<file path="src/hdl/slrg_pkg.sv">
// Shared constants, payload types and slot selection for the shuffled Lehmer generator.
package slrg_pkg;

	// table geometry
	localparam int TBL_DEPTH = 32;
	localparam int WARMUP    = 8;
	localparam int IDX_W     = $clog2(TBL_DEPTH);
	localparam int STEP_W    = $clog2(TBL_DEPTH + WARMUP);
	localparam logic [STEP_W-1:0] STEP_LAST  = STEP_W'(TBL_DEPTH + WARMUP - 1);
	localparam logic [STEP_W-1:0] STEP_DEPTH = STEP_W'(TBL_DEPTH);

	// Lehmer constants
	localparam int VAL_W  = 31;
	localparam int MULT_W = 15;
	localparam int PROD_W = 32 + MULT_W;
	localparam logic [MULT_W-1:0] LCG_MULT = 15'd16807;
	localparam logic [VAL_W-1:0]  LCG_MOD  = 31'h7FFF_FFFF;
	localparam logic [31:0] SLOT_DIV = 32'(64'd1 + 64'd2147483646 / 64'(TBL_DEPTH));

	typedef struct packed {
		logic               req_type;
		logic signed [31:0] seed_value;
	} req_t;

	typedef struct packed {
		logic [30:0] raw_value;
		logic [23:0] fraction;
	} res_t;

	// value / SLOT_DIV: count the constant thresholds at or below the value
	function automatic logic [IDX_W-1:0] slot_of(input logic [VAL_W-1:0] v);
		logic [IDX_W:0] cnt;
		logic [31:0]    thr;
		cnt = '0;
		for (int k = 1; k < TBL_DEPTH; k++) begin
			thr = 32'(k) * SLOT_DIV;
			if ({1'b0, v} >= thr) begin
				cnt = cnt + (IDX_W + 1)'(1);
			end
		end
		return cnt[IDX_W-1:0];
	endfunction

endpackage

</file>
<file path="src/hdl/slrg_ram.sv">
// Generic single-write, single-read RAM with registered read data.
module slrg_ram #(
	parameter int WIDTH = 31,
	parameter int DEPTH = 32
) (
	input  logic                     clk,
	input  logic                     we,
	input  logic [$clog2(DEPTH)-1:0] waddr,
	input  logic [WIDTH-1:0]         wdata,
	input  logic                     re,
	input  logic [$clog2(DEPTH)-1:0] raddr,
	output logic [WIDTH-1:0]         rdata
);

	logic [WIDTH-1:0] mem [DEPTH];

	always_ff @(posedge clk) begin
		if (we) begin
			mem[waddr] <= wdata;
		end
		if (re) begin
			rdata <= mem[raddr];
		end
	end

endmodule

</file>
<file path="src/hdl/shuffled_lehmer_random_generator_core.sv">
// Top level of the shuffled Lehmer (minimal standard) generator with a shuffle table.
//
// Pulse start with busy low to request a number: req_type 0 draws the next value, req_type 1
// reseeds from seed_value (start is -seed_value when negative, else 1) and then draws. A draw
// while the last output is zero (never initialized, or left at zero by a degenerate seed) also
// reseeds. A plain draw is accepted into the fold state, so busy is high for one cycle, and
// the result beat shows on res with done high for exactly one cycle, registered as the fold
// state ends; a new request may be accepted in that same cycle. A reseed runs TBL_DEPTH+WARMUP
// seed steps and then the draw: each seed step is a multiply (at acceptance for the first, else
// in the multiply state) followed by a fold-and-reduce, and the draw itself issues its table
// read with its multiply and uses the data in its fold. There is no backpressure on
// results: capture res whenever done is high; res then holds until the next draw. raw_value is the
// 31-bit shuffled integer; fraction is raw_value >> 7, an unsigned 0.24 deviate below 1.0.
module shuffled_lehmer_random_generator_core (
	input  logic           clk,
	input  logic           arst_n,
	input  logic           start,
	output logic           busy,
	input  slrg_pkg::req_t req,
	output logic           done,
	output slrg_pkg::res_t res
);
	import slrg_pkg::*;

	typedef enum logic [2:0] {
		ST_IDLE = 3'b001,
		ST_MUL  = 3'b010,
		ST_FOLD = 3'b100
	} state_t;

	state_t              state_q;
	logic [31:0]         seed_q;     // bit 31 is always zero; a fresh start value bypasses this register
	logic [VAL_W-1:0]    last_q;     // zero means never initialized, or zeroed by a degenerate seed
	logic [STEP_W-1:0]   step_q;     // warmup step, counts down to zero
	logic                init_q;     // running the warmup sequence
	logic [PROD_W-1:0]   prod_s1;
	logic                done_q;
	res_t                res_q;

	logic                accept;
	logic                need_init;
	logic [31:0]         seed_in;
	logic [31:0]         start_val;
	logic [31:0]         mul_opnd;
	logic                mul_en;
	logic [31:0]         fold_sum;
	logic [31:0]         fold_red;
	logic [VAL_W-1:0]    seed_nxt;
	logic [IDX_W-1:0]    slot;
	logic                step_in_tbl;
	logic                mem_we;
	logic [IDX_W-1:0]    mem_waddr;
	logic                mem_re;
	logic [VAL_W-1:0]    mem_rdata;

	assign busy      = (state_q != ST_IDLE);
	assign accept    = start & ~busy;
	assign need_init = req.req_type | (last_q == '0);

	// magnitude of a negative seed, otherwise one; the most negative value gives 2^31
	assign seed_in   = req.seed_value;
	assign start_val = seed_in[31] ? (~seed_in + 32'd1) : 32'd1;

	// a fresh start value goes straight into the multiplier at acceptance
	assign mul_opnd = ((state_q == ST_IDLE) && need_init) ? start_val : seed_q;
	assign mul_en   = ((state_q == ST_IDLE) && accept) || (state_q == ST_MUL);

	always_ff @(posedge clk) begin
		if (mul_en) begin
			prod_s1 <= PROD_W'(mul_opnd) * PROD_W'(LCG_MULT);
		end
	end

	// mod 2^31-1: 2^31 is congruent to 1, so add the high part onto the low part,
	// then one conditional subtract brings the sum below the modulus
	assign fold_sum = {1'b0, prod_s1[VAL_W-1:0]} + 32'(prod_s1[PROD_W-1:VAL_W]);
	assign fold_red = (fold_sum >= {1'b0, LCG_MOD}) ? (fold_sum - {1'b0, LCG_MOD}) : fold_sum;
	assign seed_nxt = fold_red[VAL_W-1:0];

	// table slot picked by the previous output
	assign slot        = slot_of(last_q);
	assign step_in_tbl = (step_q < STEP_DEPTH);

	// write: warmup fills its slot, a draw replaces the slot it just read
	assign mem_we    = (state_q == ST_FOLD) && (init_q ? step_in_tbl : 1'b1);
	assign mem_waddr = init_q ? step_q[IDX_W-1:0] : slot;
	// read: issued together with the multiply of the draw step
	assign mem_re    = ((state_q == ST_IDLE) && accept && !need_init) ||
	                   ((state_q == ST_MUL) && !init_q);

	slrg_ram #(
		.WIDTH (VAL_W),
		.DEPTH (TBL_DEPTH)
	) u_tbl (
		.clk   (clk),
		.we    (mem_we),
		.waddr (mem_waddr),
		.wdata (seed_nxt),
		.re    (mem_re),
		.raddr (slot),
		.rdata (mem_rdata)
	);

	always_ff @(posedge clk or negedge arst_n) begin
		if (!arst_n) begin
			state_q <= ST_IDLE;
			seed_q  <= '0;
			last_q  <= '0;
			step_q  <= '0;
			init_q  <= 1'b0;
			done_q  <= 1'b0;
		end else begin
			done_q <= 1'b0;
			case (state_q)
				ST_IDLE: begin
					if (accept) begin
						init_q <= need_init;
						if (need_init) begin
							step_q <= STEP_LAST;
						end
						state_q <= ST_FOLD;
					end
				end
				ST_MUL: begin
					state_q <= ST_FOLD;
				end
				ST_FOLD: begin
					seed_q <= {1'b0, seed_nxt};
					if (init_q) begin
						if (step_q == '0) begin
							// slot zero holds the newest seed; it seeds the first index
							last_q  <= seed_nxt;
							init_q  <= 1'b0;
						end else begin
							step_q <= step_q - STEP_W'(1);
						end
						state_q <= ST_MUL;
					end else begin
						last_q  <= mem_rdata;
						done_q  <= 1'b1;
						state_q <= ST_IDLE;
					end
				end
				default: begin
					state_q <= ST_IDLE;
				end
			endcase
		end
	end

	// result beat register; no reset needed, qualified by done
	always_ff @(posedge clk) begin
		if ((state_q == ST_FOLD) && !init_q) begin
			res_q.raw_value <= mem_rdata;
			res_q.fraction  <= mem_rdata[VAL_W-1:7];
		end
	end

	assign done = done_q;
	assign res  = res_q;

endmodule

</file>
<file path="config.mk">
export PLATFORM = sky130hd
export DESIGN_NAME = shuffled_lehmer_random_generator_core
export DESIGN_NICKNAME = d
export VERILOG_FILES = /design/src/hdl/slrg_pkg.sv /design/src/hdl/slrg_ram.sv /design/src/hdl/shuffled_lehmer_random_generator_core.sv
export SDC_FILE = /design/constraint.sdc
export NUM_CORES = 2
export LEC_CHECK = 0
export ABC_AREA = 1
export BUFFER_PORTS_ARGS = -buffer_cell sky130_fd_sc_hd__buf_4
export CORE_MARGIN = 4
export CORE_UTILIZATION = 50
export DETAILED_ROUTE_END_ITERATION = 8
export PLACE_DENSITY = 0.66
export SLEW_MARGIN = 0
export SYNTH_ARGS = -nofsm -noshare
export SYNTH_HDL_FRONTEND = slang
export SYNTH_HIERARCHICAL = 1
export SYNTH_SLANG_ARGS = --single-unit
</file>
<file path="constraint.sdc">
create_clock -name clk -period 47.1 [get_ports clk]
set_input_delay 9.42 -clock clk [delete_from_list [all_inputs] [get_ports clk]]
set_output_delay 9.42 -clock clk [all_outputs]
set_load 0.1 [all_outputs]
</file>
; ---- After elaboration in Yosys (flattened, before gate mapping)
; Memories as Yosys holds them, arrays and structs flattened. A register that Yosys moved wholly into a read port is not among the register bits.
; Index checks and enable logic that the tools add are counted.
[classes]
add_sub_neg = 34
n_mul = 1
div = 0
magnitude_cmp = 33
eq_ne = 9
shift = 0
mux = 54
n_bitwise = 4
n_reduce_logical = 16
[op_table]
columns = operator, n
row1 = 31-bit >= comparator (second input constant), 16
row2 = 31-bit by 30-bit >= comparator with 1-bit output (second input constant), 8
row3 = 5-bit 2-to-1 mux, 31
row4 = 5-bit by 1-bit adder with 5-bit output (second input constant), 29
row5 = 31-bit by 29-bit >= comparator with 1-bit output (second input constant), 4
row6 = 31-bit 2-to-1 mux, 3
row7 = 32-bit 2-to-1 mux, 2
row8 = 31-bit by 28-bit >= comparator with 1-bit output (second input constant), 2
row9 = 32-bit by 15-bit multiplier with 47-bit output (second input constant), 1
row10 = 31-bit by 16-bit adder with 32-bit output, 1
row11 = 32-bit by 1-bit adder with 32-bit output (second input constant), 1
row12 = 32-bit by 31-bit >= comparator with 1-bit output (second input constant), 1
row13 = 32-bit NOT, 1
row14 = 31-bit by 27-bit >= comparator with 1-bit output (second input constant), 1
row15 = 31-bit logical NOT, 1
row16 = 31-bit subtractor (second input constant), 1
row17 = 6-bit 2-to-1 mux, 4
row18 = 6-bit one-hot mux with 2 select lines, 1
row19 = 1-bit 2-to-1 mux, 9
row20 = 3-bit one-hot mux with 3 select lines, 1
row21 = 2-bit inequality test (second input constant), 4
row22 = 1-bit logical AND, 6
row23 = 6-bit logical NOT, 1
row24 = 6-bit less-than comparator (second input constant), 1
row25 = other kinds (18), 21
[word_totals]
reg_bits = 175
latch_bits = 0
ram_bits = 992
rom_bits = 0
output_inout_bits = 57
wordCells = 161
n_memories = 1
[memory_table]
columns = memory, depth, word_bits, read_ports, rd_clocked_by_memory_dff, write_ports, line_no
row1 = u_tbl.mem, 32, 31, 1, 1, 1, slrg_ram.sv:15  ; logic [WIDTH-1:0] mem [DEPTH];

; ---- Logic depth before layout (Yosys ltp)
[depth]
word_depth = 63
depth_mapped = 109
ltp_nobuf = 104

; ---- Hierarchy
; The synthesis kept the hierarchy.
[modules_own_cells]
columns = mod, instances, cells_each, area_each_um2
row1 = slrg_ram, 1, 3426, 40990.6
row2 = shuffled_lehmer_random_generator_core, 1, 2505, 19900.3

; ---- Worst setup path before layout
; Ideal clock, no wire load.
[synth_path]
path_type = input-to-reg
start = input req[0] (netlist name)
end = register prod_s1[45] (data pin)
setup_time_ns = 0.291
arrival_ns = 17.720
setup_slack_ns = 29.089
path_stages = 59
cell_sequence = nor3_1 -> nor3b_1 -> inv_1 -> nor2_1 -> inv_1 -> nor2_1 -> inv_1 -> nor3_1 -> and2_1 -> inv_1 -> nor3_1 -> inv_1 -> nor2_1 -> inv_1 -> nor2_1 -> inv_1 -> nor2_1 -> inv_1 -> [23 not listed] -> o21bai_1 -> a21oi_1 -> o21bai_1 -> nand3_1 -> o21ai_0 -> a21oi_1 -> o21bai_1 -> a21oi_1 -> o21bai_1 -> nand3_1 -> nand2_1 -> nand3_1 -> nand2_1 -> nand3_1 -> nand2_1 -> nand2_1 -> a21oi_1 -> xor2_1
[synth_between]
elab_chain_cells = 5
[synth_rtl]
columns = element, line_no
row1 = start: declaration, shuffled_lehmer_random_generator_core.sv:19  ; input slrg_pkg::req_t req,
row2 = 32-bit NOT, shuffled_lehmer_random_generator_core.sv:62  ; assign start_val = seed_in[31] ? (~seed_in + 32'd1) : 32'd1;
row3 = 32-bit by 1-bit adder with 32-bit output, shuffled_lehmer_random_generator_core.sv:62
row4 = 32-bit 2-to-1 mux, shuffled_lehmer_random_generator_core.sv:62
row5 = 32-bit 2-to-1 mux, shuffled_lehmer_random_generator_core.sv:65  ; assign mul_opnd = ((state_q == ST_IDLE) && need_init) ? start_val : seed_q;
row6 = 32-bit by 15-bit multiplier with 47-bit output, shuffled_lehmer_random_generator_core.sv:70  ; prod_s1 <= PROD_W'(mul_opnd) * PROD_W'(LCG_MULT);
row7 = end signal: assignment, shuffled_lehmer_random_generator_core.sv:70
row8 = end: declaration, shuffled_lehmer_random_generator_core.sv:36  ; logic [PROD_W-1:0] prod_s1;
; Every way passes these cells.
; A chain may end at the register's enable or synchronous reset.

; ---- Worst setup path after layout
; Same ends and word-level chain as after synthesis.

==> impl_metrics.yaml <==
logic_synthesis:
  synth-seq-cells: 1174
  synth_area_per_cell_sq_um: 10.3
  synth_top_area_share_pct: 54.3
  synth_top_cells_by_count: "nand2_1 (1,812), edfxtp_1 (1,101), nand3_1 (891)"
  synth_cell_types: 71
  syn_area_sq_mm: 0.0609
  syn_nets: 6348
  yosys.area.top_type: "edfxtp_1"
  ys_seq_area_share_pct: 57.3
  synth-warning-count: 6
  synth.area.top_cells: "edfxtp_1 (54%), nand2_1 (11%), nand3_1 (7.3%)"
  synth_edf_count: 1101
  synth_ff_type: "edfxtp_1"
  synthCells: 5931
  async_flop_share_pct: 6.22
  synth_most_common_cell: "nand2_1"
timing:
  setup_viol: 0
  hold_violations: 0
  report.final.slew_viol_count: 0
  worst_pin_slew_ns: 1.06
  period_share_pct: 38.9
  finClkSkew_ns: 0.0512
  rsz0062_at_grt: "false"
  slew_headroom_pct: 29.6
  finalSetupTns_ns: 0
  finalCriticalPeriod_ns: 18.34
  max_freq_ghz: 0.0545
  holdWs_ns: 0.487
status:
  outcome: "finished clean"
grt:
  overflow: 0
  grt_antenna_before_repair: 2
  grt_pass1_vias: 40959
  grt_pass1_wl_mm: 248
  grt_start_max_net_pins: 199
  track_usage_pct: 25.4
drt:
  ant_nets: 0
  routed_wl_mm: 163
  via_count: 42905
  vias_per_cell: 5.58
  drtIter0Drc: 4319
  drc: 0
  wl_per_cell_um: 21.3
  dr.pass1.iters: 6
critical_path:
  worstSetupPathType: "primary input to flip-flop"
  slowest_delay_ns: 0.54
  critPathRequiredTime_ns: 47.55
  cpMaxStageDelayCell: "fa_1"
  start_kind: "primary input"
  rr_worst_depth: 88
  worst_setup_path_end_kind: "flip-flop"
  cp_common_cell: "inv_1"
  critPathArrivalTime_ns: 18.79
  path_max_fanout: 4
floorplan:
  die-area_sq_mm: 0.127
  initial_core_util_pct: 50.6
  rows: 127
  dieHeight_um: 357
  dieWidth_um: 357
  io_pins: 93
  core_area_sq_mm: 0.120
cts:
  cts_tree: "built"
  cts.sinks: 1174
  root_buffer: "clkbuf_16"
  cts_resized: 0
  cts_buffer_depth: 3
  clock_latency_ns: 0.72
  cts_setup_buffers: 0
  cts_hold_buf: 0
  clk_pin_slew_ns: 0.06
  cts-htree-levels: 3
  cts_made_buffers: 118
min_path:
  hold_path_class: "flip-flop to flip-flop"
  hold_depth: 2
final_layout:
  layout.nets: 6390
  syn2layout_area_growth_pct: 10.5
  fill_cells: 10373
  drive_gt1_share_pct: 10.9
place:
  place_congestion: 0.901
  dp_hpwl_mm: 101
  port_buffers: 92
job:
  drv_cap: 0
## critical path: cells and delay by family
family | cells | cell delay [ns]
buffers and inverters | 15 | 0.99
XOR/XNOR | 1 | 0.08
AO/OA/AOI/OAI | 13 | 2.29
adder cells (fa/ha/maj) | 7 | 3.10
AND/OR/NAND/NOR | 24 | 2.89
## cell families (layout without fill, tap and decap cells)
logic type      Yosys count  count (layout)  synth area share [%]
flops                  1174            1174                  57.3
buf+inv                 771             915                  5.50
other cells               0               1                     0
fa+ha+maj               381             381                  9.54
compound gates          282             282                  2.71
mux                       1               1                0.0185
xor+xnor                 97              97                  1.41
simple gates           3225            3225                  23.5
## registers in the layout, indices dropped and copies added, names as in the netlist
name and count:
u_tbl/rdata 31, step_q 6, res 31, u_tbl/mem 992, init_q 1, seed_q 31
prod_s1 47, last_q 31, done 1, state_q 3
## worst paths after layout
| check | to | start | slack [ns] |
|---|---|---|---|
| max | prod_s1[45] | req[0] | 28.76 |
| min reg2reg | seed_q[10] | seed_q[10] | 0.49 |
| min | seed_q[10] | seed_q[10] | 0.49 |
| max reg2reg | u_tbl/mem[19][9] | last_q[30] | 28.92 |
| max in group asynchronous | last_q[5] | arst_n | 37.59 |
| min in group asynchronous | done | arst_n | 8.84 |
## cells in the final DEF, fill, tap and decap left out, types with 13 or more instances in the layout
cell type  netlist  routed
a21oi_1         85      81
buf_4           65     184
clkbuf_1        49      30
clkbuf_16        0     121
clkinv_1         4      25
clkinv_2         0      20
dfrtp_1         72      72
edfxtp_1      1101    1101
fa_1           139     139
ha_1           242     242
inv_1          479     478
inv_2           22      19
nand2_1       1812    1811
nand2_2        104     105
nand2_4         19      19
nand3_1        891     891
nand3_2         42      42
nand3b_1        13      13
nand4_1         35      35
nor2_1         219     177
nor2_4           1      37
nor3_1          26      25
o21ai_0         93      87
o22ai_1         38      37
or2_2           16      16
xnor2_1         26      26
xor2_1          70      61
## per-layer routing
metal	share of wire (%)	wire (um)	track usage, %
met1	42	67900	35.3
met3	7.2	11700	3.54
met4	3.6	5880	8.24
met5	0	0	0
met2	48	78000	41.6
## layout make-up
cell class	instances	area, sq um	share of cell area [%]
Sequential cell	1174	34900	51.9
Multi-Input combinational cell	3986	23100	34.4
Clock buffer	155	3200	4.75
Tap cell	1612	2020	3.00
Inverter	506	1920	2.86
Timing Repair Buffer	187	1440	2.14
Clock inverter	67	697	1.04
Antenna cell	1	2.50	0.00372
## through the flow
stage	worst slack (ns)	util (%)	std cells	instance area, sq um
after floorplan	29.09	-	5931	60900
after global placement	28.02	52.6	7465	63400
after detailed placement	28.10	52.6	7465	63400
after CTS	28.84	55.9	7687	67300
after global routing	27.70	55.9	7688	67300
final	28.76	55.9	7688	67300
Power is left out: the tool's default activity adds up to more than one toggle a clock period on the data nets, which glitch-free logic cannot reach.
